File: src/hdl/mtrg_pkg.sv
package mtrg_pkg;

	localparam int STATE_WORDS  = 624;
	localparam int TWIST_OFFSET = 397;
	localparam int WORD_W       = 32;
	localparam int CNT_W        = $clog2(STATE_WORDS);

	localparam logic [WORD_W-1:0] TWIST_MATRIX = 32'h9908b0df;
	localparam logic [WORD_W-1:0] TEMPER_B     = 32'h9d2c5680;
	localparam logic [WORD_W-1:0] TEMPER_C     = 32'hefc60000;
	localparam logic [WORD_W-1:0] SEED_MULT    = 32'd1812433253;
	localparam logic [WORD_W-1:0] DEFAULT_SEED = 32'd5489;

	localparam logic CMD_DRAW   = 1'b0;
	localparam logic CMD_RESEED = 1'b1;

	// source of the word entering the end of the chain
	typedef enum logic [1:0] {
		FB_LOAD,
		FB_CHAIN,
		FB_TWIST
	} fb_mode_t;

	typedef struct packed {
		fb_mode_t          mode;
		logic [WORD_W-1:0] load_word;
		logic [CNT_W-1:0]  chain_idx;
	} fb_ctrl_t;

	function automatic logic [WORD_W-1:0] temper(input logic [WORD_W-1:0] w);
		logic [WORD_W-1:0] y;
		y = w ^ (w >> 11);
		y = y ^ ((y << 7) & TEMPER_B);
		y = y ^ ((y << 15) & TEMPER_C);
		y = y ^ (y >> 18);
		return y;
	endfunction

endpackage

File: src/hdl/mtrg_cell.sv
module mtrg_cell import mtrg_pkg::*; (
	input  logic              clk,
	input  logic              shift,
	input  logic [WORD_W-1:0] d,
	output logic [WORD_W-1:0] q
);

	logic [WORD_W-1:0] word_q;

	always_ff @(posedge clk) begin
		if (shift) begin
			word_q <= d;
		end
	end

	assign q = word_q;

endmodule

File: config.mk
export PLATFORM = sky130hd
export DESIGN_NAME = mtrg_cell
export DESIGN_NICKNAME = d
export VERILOG_FILES = /design/src/hdl/mtrg_pkg.sv /design/src/hdl/mtrg_cell.sv
export SDC_FILE = /design/constraint.sdc
export NUM_CORES = 1
export LEC_CHECK = 0
export ABC_CLOCK_PERIOD_IN_PS = 800
export BUFFER_PORTS_ARGS = -buffer_cell sky130_fd_sc_hd__buf_4
export CELL_PAD_IN_SITES_DETAIL_PLACEMENT = 0
export CELL_PAD_IN_SITES_GLOBAL_PLACEMENT = 1
export CORE_AREA = 2 2 62 64
export CTS_CLUSTER_SIZE = 8
export DETAILED_ROUTE_END_ITERATION = 12
export DIE_AREA = 0 0 64 66
export GPL_TIMING_DRIVEN = 1
export PLACE_DENSITY = 0.74
export SYNTH_ARGS = -nofsm -noshare
export SYNTH_HDL_FRONTEND = slang
export SYNTH_SLANG_ARGS = --single-unit
File: constraint.sdc
create_clock -name clk -period 0.8 [get_ports clk]
set_clock_uncertainty 0.15 [all_clocks]
set_input_delay 0.24 -clock clk [delete_from_list [all_inputs] [get_ports clk]]
set_output_delay 0.24 -clock clk [all_outputs]
set_load 0.02 [all_outputs]
# Yosys cells after proc, flatten, opt, wreduce, memory -nomap -nowiden
# Cells that the tools add are included.
# totals
out_inout_bits,32
inputBits,34
ff_bits,32
wordCells,1

# Longest topological paths before layout
# depth
depth_word,0
ltp_mapped,0
depth_no_buf,0

# Worst setup path after synthesis
# No wires, ideal clock.
# synth_path
path_kind,flip-flop to output port
start,"reg word_q[0], in the netlist q[0]"
end,out q[0]
t_required_ns,0.410
path_slack_ns,-0.039
arrival_ns,0.449
stages_incl_launch_ff,1
n_path_buf,0
path_cell_list,edfxtp_1
# synth_rtl
item,line_no,source
from (decl),mtrg_cell.sv:8,logic [WORD_W-1:0] word_q;
from (signal assigned),mtrg_cell.sv:12,word_q <= d;
to (decl),mtrg_cell.sv:5,output logic [WORD_W-1:0] q
# No word-level cell between the ends.

# Worst setup path after layout
# layout_path
start,"reg word_q[29], in the netlist q[29]"
end,out q[29]
# No word-level cell between the ends.

==> results.sh <==
export IMPL_outcome="finished, violations left"
export IMPL_violations="negative hold slack, negative setup slack"
export IMPL_fmax_mhz=783
export IMPL_netlist_instances=32
export IMPL_gp_congestion=0.672
export IMPL_pre_cts_slack_ns=-0.171
export IMPL_pin_count=66
export IMPL_htree_levels=2
export IMPL_tightestPinTransition_ns=0.103
export IMPL_synth_area_per_cell_um2=30.0
export IMPL_p_switching_uw=853
export IMPL_synth_edf_count=32
export IMPL_start_kind="flop"
export IMPL_cp_cell_sequence="buf_6"
export IMPL_post_synth_top_count_cell="edfxtp_1"
export IMPL_grt_pass1_vias=617
export IMPL_async_reset_ff_share_pct=0
export IMPL_combPwrFrac_pct=15.8
export IMPL_rows=22
export IMPL_yosysSeqAreaShare_pct=100
export IMPL_p_sw_share_pct=22.2
export IMPL_ir_drop_uv=1280
export IMPL_setup_worst_path_end_class="output pin"
export IMPL_fill_cells=313
export IMPL_fin_crit_sh_pct=160
export IMPL_maxCapViolations=0
export IMPL_cp_arrival_ns=0.89
export IMPL_max_slew_margin_rel_pct=93.1
export IMPL_ant_nets=0
export IMPL_core_mm2=0.00355
export IMPL_slowest_stage="edfxtp_1"
export IMPL_hold_violations=32
export IMPL_die_x_um=64
export IMPL_dr_pass1_iters=3
export IMPL_power_total_mw=3.85
export IMPL_yosys_area_top_type="edfxtp_1"
export IMPL_synth_area_leaders="edfxtp_1 (100%)"
export IMPL_grt_pass1_wl_mm=3.00
export IMPL_power_internal_mw=2.99
export IMPL_whs_ns=-0.0754
export IMPL_synth_top_area_share_pct=100
export IMPL_period_needed_ns=1.28
export IMPL_io_buffers=65
export IMPL_yosys_warnings=0
export IMPL_wirelength_mm=1.93
export IMPL_rsz0062_at_grt="true"
export IMPL_crit_family="flip-flops"
export IMPL_grt_use_total_pct=10.3
export IMPL_num_antenna_cells=0
export IMPL_grt_start_max_net_pins=19
export IMPL_yosys_register_bits=32
export IMPL_finalSetupViolCount=32
export IMPL_die_area_mm2=0.00422
export IMPL_cts_clk_slew_worst_paths_ns=0.10
export IMPL_synth_nets=66
export IMPL_cts_root_buf="clkbuf_4"
export IMPL_die_h_um=66
export IMPL_largest_register_ffs=32
export IMPL_power_leakage_nw=0.725
export IMPL_crit_required_ns=0.41
export IMPL_p_seq_share_pct=53.3
export IMPL_synthFlopType="edfxtp_1"
export IMPL_hold_class="input port to flop"
export IMPL_clock_path_buffers=2
export IMPL_cp_num_buf_inv=1
export IMPL_powerDensity_mw_per_mm2=2210
export IMPL_nMultiInputCombCells=0
export IMPL_drt_wirelength_per_cell_um=12.5
export IMPL_antenna_found_initial=0
export IMPL_p_clk_share_pct=30.9
export IMPL_final_core_util_pct=49.0
export IMPL_cts_buffers=5
export IMPL_final_nets=140
export IMPL_start_util_pct=27.1
export IMPL_drive_gt1_share_pct=69.2
export IMPL_drt_iter0_markers=7
export IMPL_via_per_inst=3.85
export IMPL_remaining_drc_errors=0
export IMPL_dr_total_vias=597
export IMPL_cts_tree="done"
export IMPL_crit_fanout=1
export IMPL_clock_sinks=32
export IMPL_multi_input_area_um2=0
export IMPL_setup_slack_ns=-0.477
export IMPL_grt_overflow=0
export IMPL_ff_latch_area_um2=961
export IMPL_maxSlewViolCount=0
export IMPL_slowest_delay_ns=0.41
export IMPL_area_delta_synth_final_pct=81.2
export IMPL_critPathKind="flop to output pin"
export IMPL_mappedNetlistArea_um2=961
export IMPL_ys_top_cells_by_count="edfxtp_1 (32)"
export IMPL_yosys_cell_types_count=1
-- layer usage --
| layer | routed length, µm | track usage [%] | vias to the layer above |
|---|---|---|---|
| met5 | 0 | 0 | - |
| met2 | 1050 | 16.3 | 38 |
| met3 | 194 | 5.62 | 4 |
| met4 | 42 | 8.15 | 0 |
| li1 | - | - | 276 |
| met1 | 639 | 9.91 | 279 |
-- cells by family after synthesis --
logic type / Yosys count / synth area share, %
flip-flops: 32 / 100
-- worst paths after layout --
path,from,to,depth (start not counted)
worst max-delay path,q[29]$_DFFE_PP_,q[29],1
worst min-delay path,d[17],q[17]$_DFFE_PP_,1
-- through the flow --
| stage | cells | setup TNS, ns | hold slack [ns] | area, µm² |
|---|---|---|---|---|
| floorplan | 32 | -1.26 | 0.189 | 961 |
| global placement | 147 | -7.83 | 0.268 | 1550 |
| detailed placement | 147 | -8.22 | 0.269 | 1550 |
| CTS | 155 | -15.36 | -0.0967 | 1730 |
| global route | 155 | -16.14 | -0.108 | 1740 |
| finish | 155 | -14.53 | -0.0754 | 1740 |
-- layout by cell type, fill, tap and decap left out --
cell type and count:
buf_4 34, edfxtp_1 32, buf_6 31, clkbuf_4 5, buf_12 2, bufinv_16 1
clkinv_2 1, clkbuf_1 1
-- what timing repair did --
action | in CTS | in global routing
hold endpoints to repair | 32 | 32
setup buffers | 0 | 0
gates resized for setup | 27 | 4
endpoints found under the setup margin | 32 | 32
-- layout make-up --
type                    count  share of cell area, %
repair buffers             67                   37.0
flip-flops and latches     32                   55.2
clock buffers               6                   2.37
well taps                  48                   3.45
clock inverters             2                   2.01
-- power groups by stage --
stage / registers (mW) / clock network (mW) / logic, mW
floorplan: 2.24 / 0 / 0
global placement: 2.06 / 0 / 0.534
detailed placement: 2.06 / 0 / 0.539
CTS: 2.05 / 1.24 / 0.602
global route: 2.06 / 1.30 / 0.637
finish: 2.05 / 1.19 / 0.606
Note: power is estimated with default switching activity, not from simulation.
