### config.mk
export PLATFORM = sky130hd
export DESIGN_NAME = mtrg_feedback
export DESIGN_NICKNAME = d
export VERILOG_FILES = /design/src/hdl/mtrg_pkg.sv /design/src/hdl/mtrg_feedback.sv
export SDC_FILE = /design/constraint.sdc
export NUM_CORES = 1
export LEC_CHECK = 0
export ABC_CLOCK_PERIOD_IN_PS = 22300
export BUFFER_PORTS_ARGS = -buffer_cell sky130_fd_sc_hd__buf_2
export CAP_MARGIN = 20
export CORE_ASPECT_RATIO = 1.75
export CORE_MARGIN = 3
export CORE_UTILIZATION = 40
export DETAILED_ROUTE_END_ITERATION = 7
export PLACE_DENSITY = 0.62
export SYNTH_ARGS = -nofsm -noshare
export SYNTH_HDL_FRONTEND = slang
export SYNTH_SLANG_ARGS = --single-unit
export TNS_END_PERCENT = 5
### constraint.sdc
create_clock -name vclk -period 22.3
set_input_delay 3.345 -clock vclk [all_inputs]
set_output_delay 3.345 -clock vclk [all_outputs]
set_load 0.005 [all_outputs]
### src/hdl/mtrg_pkg.sv
package mtrg_pkg;

	localparam int STATE_WORDS  = 624;
	localparam int TWIST_OFFSET = 397;
	localparam int WORD_W       = 32;
	localparam int CNT_W        = $clog2(STATE_WORDS);

	localparam logic [WORD_W-1:0] TWIST_MATRIX = 32'h9908b0df;
	localparam logic [WORD_W-1:0] TEMPER_B     = 32'h9d2c5680;
	localparam logic [WORD_W-1:0] TEMPER_C     = 32'hefc60000;
	localparam logic [WORD_W-1:0] SEED_MULT    = 32'd1812433253;
	localparam logic [WORD_W-1:0] DEFAULT_SEED = 32'd5489;

	localparam logic CMD_DRAW   = 1'b0;
	localparam logic CMD_RESEED = 1'b1;

	// source of the word entering the end of the chain
	typedef enum logic [1:0] {
		FB_LOAD,
		FB_CHAIN,
		FB_TWIST
	} fb_mode_t;

	typedef struct packed {
		fb_mode_t          mode;
		logic [WORD_W-1:0] load_word;
		logic [CNT_W-1:0]  chain_idx;
	} fb_ctrl_t;

	function automatic logic [WORD_W-1:0] temper(input logic [WORD_W-1:0] w);
		logic [WORD_W-1:0] y;
		y = w ^ (w >> 11);
		y = y ^ ((y << 7) & TEMPER_B);
		y = y ^ ((y << 15) & TEMPER_C);
		y = y ^ (y >> 18);
		return y;
	endfunction

endpackage

### src/hdl/mtrg_feedback.sv
module mtrg_feedback import mtrg_pkg::*; (
	input  fb_ctrl_t          ctrl,
	input  logic [WORD_W-1:0] head,
	input  logic [WORD_W-1:0] next,
	input  logic [WORD_W-1:0] far,
	input  logic [WORD_W-1:0] tail,
	output logic [WORD_W-1:0] new_word
);

	logic [WORD_W-1:0] y;
	logic [WORD_W-1:0] twisted;
	logic [WORD_W-1:0] chained;

	// twist of the oldest word against its successor and the far tap
	assign y       = {head[WORD_W-1], next[WORD_W-2:0]};
	assign twisted = far ^ (y >> 1) ^ (y[0] ? TWIST_MATRIX : '0);

	// seed chain from the word shifted in last
	assign chained = SEED_MULT * (tail ^ (tail >> 30))
		+ {{(WORD_W-CNT_W){1'b0}}, ctrl.chain_idx};

	always_comb begin
		case (ctrl.mode)
			FB_LOAD:  new_word = ctrl.load_word;
			FB_CHAIN: new_word = chained;
			FB_TWIST: new_word = twisted;
			default:  new_word = twisted;
		endcase
	end

endmodule

* Word level (Yosys, flattened, before mapping)
Index checks and enable logic that the tools add are counted.
Widths: inputs -> output; s select.
** Cells by class
- Equal/unequal tests :: 1
- $mul :: 1
- Reduce and logical (&&, ||, !) cells :: 1
- Mux-type cells :: 2
- Add/subtract/negate cells :: 1
- Bitwise operators :: 3
** Operators with widths (count)
- $pmux 32 s2 :: 1
- $add 32x10->32 :: 1
- $mul 31x32->32 const A :: 1
- $mux 32 :: 1
- $xor 32x2->32 :: 1
- $xor 32x31->32 :: 1
- $xor 32x32->32 :: 1
- $eq 2x1->1 const B :: 1
- $logic_not 2->1 :: 1
** Storage, ports and cells
- Input port bits :: 172
- Register bits :: 0

* Longest topological paths before layout
- Word-level depth :: 4
- Mapped depth :: 25

* Worst setup path before layout
No wires, ideal clock.
- Path kind :: in2out
- Start :: input port tail[1]
- End :: output port new_word[29]
- Cell stages on the path :: 25
- Path slack :: 9.653 ns
- Arrival :: 9.302 ns
- Cell sequence :: xor2_1 xor2_1 ha_1 or2_2 ha_1 inv_1 fa_1 inv_1 ha_1 fa_1 fa_1 fa_1 inv_1 fa_1 inv_1 ha_1 buf_6 a21oi_4 o21ai_2 a221o_1 a311o_1 a21oi_2 xnor2_1 nand2_1 a22oi_1
** On the way
- Word-level cells in the longest chain between the ends :: 4
** Ends and longest elaborated chain
- start, declared :: RTL line mtrg_feedback.sv:6 : input logic [WORD_W-1:0] tail,
- $xor 32x2->32 :: RTL line mtrg_feedback.sv:19 : assign chained = SEED_MULT * (tail ^ (tail >> 30))
- $mul 31x32->32 :: RTL line mtrg_feedback.sv:19
- $add 32x10->32 :: RTL line mtrg_feedback.sv:20 : + {{(WORD_W-CNT_W){1'b0}}, ctrl.chain_idx};
- $pmux 32 s2 :: RTL line mtrg_feedback.sv:23 : case (ctrl.mode)
- end, declared :: RTL line mtrg_feedback.sv:7 : output logic [WORD_W-1:0] new_word
Every way passes these cells.

* Worst setup path in the final report
- Start :: input port tail[31]
- End :: output port new_word[29]
Same word-level chain as after synthesis.

==> results_dict.tcl <==
set metrics [dict create \
    syn_inst 995 \
    avgSynthCellArea_um2 9.43 \
    drive_gt1_frac 0.165 \
    row_count 73 \
    cp-start-kind "primary input" \
    crit_path_frequent_cell "fa_1" \
    synth_compound_area_frac 0.0979 \
    synthTopCellsByCount "263 x inv_1, 237 x ha_1, 153 x fa_1" \
    post-dp-hpwl_um 20700 \
    synth_top_area_frac 0.327 \
    setup-tns-final_ns 0 \
    ant_nets 0 \
    overflow 0 \
    worstMarginPinSlew_ns 0.873 \
    syn-num-nets 1557 \
    yosys-top-cells-area "fa_1 33%, ha_1 32%, inv_1 11%" \
    hold_buffers 0 \
    core-area_um2 22900 \
    critPathKind "in2out" \
    synth.most_common_cell "inv_1" \
    wl_per_cell_um 15.7 \
    crit_fanout 9 \
    dr_total_vias 7070 \
    synth_adder_area_share 0.643 \
    register_area_um2 0 \
    grt_usage 0.182 \
    synthXorXnorAreaFrac 0.0934 \
    die_area_um2 25400 \
    drtPass1Iterations 7 \
    status "complete, no violations" \
    fin_nets 1719 \
    avgViaCountPerCell 4.86 \
    required_ns 18.95 \
    fin_crit_sh 0.594 \
    antenna_found_initial 0 \
    nFillCells 2248 \
    synth_top_family_by_area "adder cells" \
    critPathMaxStageDelay_ns 0.50 \
    synth.distinct_cells 59 \
    worstPathArrival_ns 9.89 \
    synth_area_um2 9380 \
    area.growth.synth_to_final_pct 12.6 \
    ys_seq_area_frac 0 \
    setup_viol 0 \
    rsz0062_at_grt "false" \
    synthSimpleGateAreaFrac 0.0447 \
    antenna_cells 0 \
    cts_resized 0 \
    hold_path_class "in2out" \
    min-delay-start "ctrl[26]" \
    fmax_mhz 75.5 \
    period_minus_slack_ns 13.24 \
    crit_start "tail[31]" \
    hold_violations 0 \
    grt_max_degree 55 \
    cp_slowest_cell "fa_1" \
    wl_um 22900 \
    post-cts-setup-buffer-count 0 \
    end_kind "output pin" \
    ys_warn_count 0 \
    pin_count 204 \
    seq_cells 0 \
    drv_cap 0 \
    grt_pass1_wl_um 37500 \
    clockBufferCount 0 \
    start_util 0.409 \
    gp_congestion 0.856 \
    final_max_slew_viol_count 0 \
    grt_pass1_vias 7759 \
    io_buffers 172 \
    synth_mux_area_frac 0.00747 \
    drt_iter0_drc 189 \
    maxSlewHeadroom 0.416 \
    die_h_um 209 \
    synth_top_area_cell "fa_1" \
    die_w_um 122 \
    drc 0 \
]
worst max-delay path: cells and delay by family:
| family | cells | cell delay (ns) |
|---|---|---|
| fa+ha+maj | 9 | 3.44 |
| compound gates | 6 | 1.42 |
| buf+inv | 8 | 0.82 |
| xor+xnor | 3 | 0.45 |
| simple gates | 2 | 0.38 |
path summary, 6_finish.rpt:
path | end | depth (start not counted) | slack [ns]
min | new_word[16] | 4 | 7.00
max | new_word[29] | 28 | 9.06
layout by cell type, fill, tap and decap left out, types with 8 or more instances in the layout:
cell / n
o21ai_0: 25
xnor2_1: 77
a211oi_1: 10
ha_1: 237
a21o_1: 8
nand2_1: 29
xor2_1: 23
a22oi_1: 16
nor2_1: 14
buf_2: 172
fa_1: 153
inv_1: 263
a21oi_1: 33
logic make-up after synthesis:
kind of cell | Yosys count
compound gates | 137
xor+xnor | 100
fa+ha+maj | 390
buf+inv | 279
mux | 7
simple gates | 82
area by class of cell:
class	instances	area, µm²	share of cell area
Multi-Input combinational cell	716	8310	0.787
Inverter	264	991	0.0938
Timing Repair Buffer	175	883	0.0836
Tap cell	300	375	0.0355
per-stage QoR:
step,utilization,setup WS (ns),hold slack (ns),area (µm²),std cells
after floorplan,-,9.65,6.82,9380,995
after global placement,0.461,9.08,6.99,10600,1455
after detailed placement,0.461,9.03,7.00,10600,1455
after CTS,0.461,9.04,7.00,10600,1455
after global routing,0.461,8.80,7.02,10600,1455
final,0.461,9.06,7.00,10600,1455
metal layers:
layer | global-route usage | wire (µm) | vias to the layer above
li1 | - | - | 3504
met1 | 0.206 | 9050 | 3390
met2 | 0.374 | 12700 | 160
met3 | 0.0109 | 956 | 16
met4 | 0.0162 | 218 | 0
met5 | 0 | 0 | -
Power is left out: the tool's default activity adds up to more than one toggle a clock period on the data nets, which glitch-free logic cannot reach.
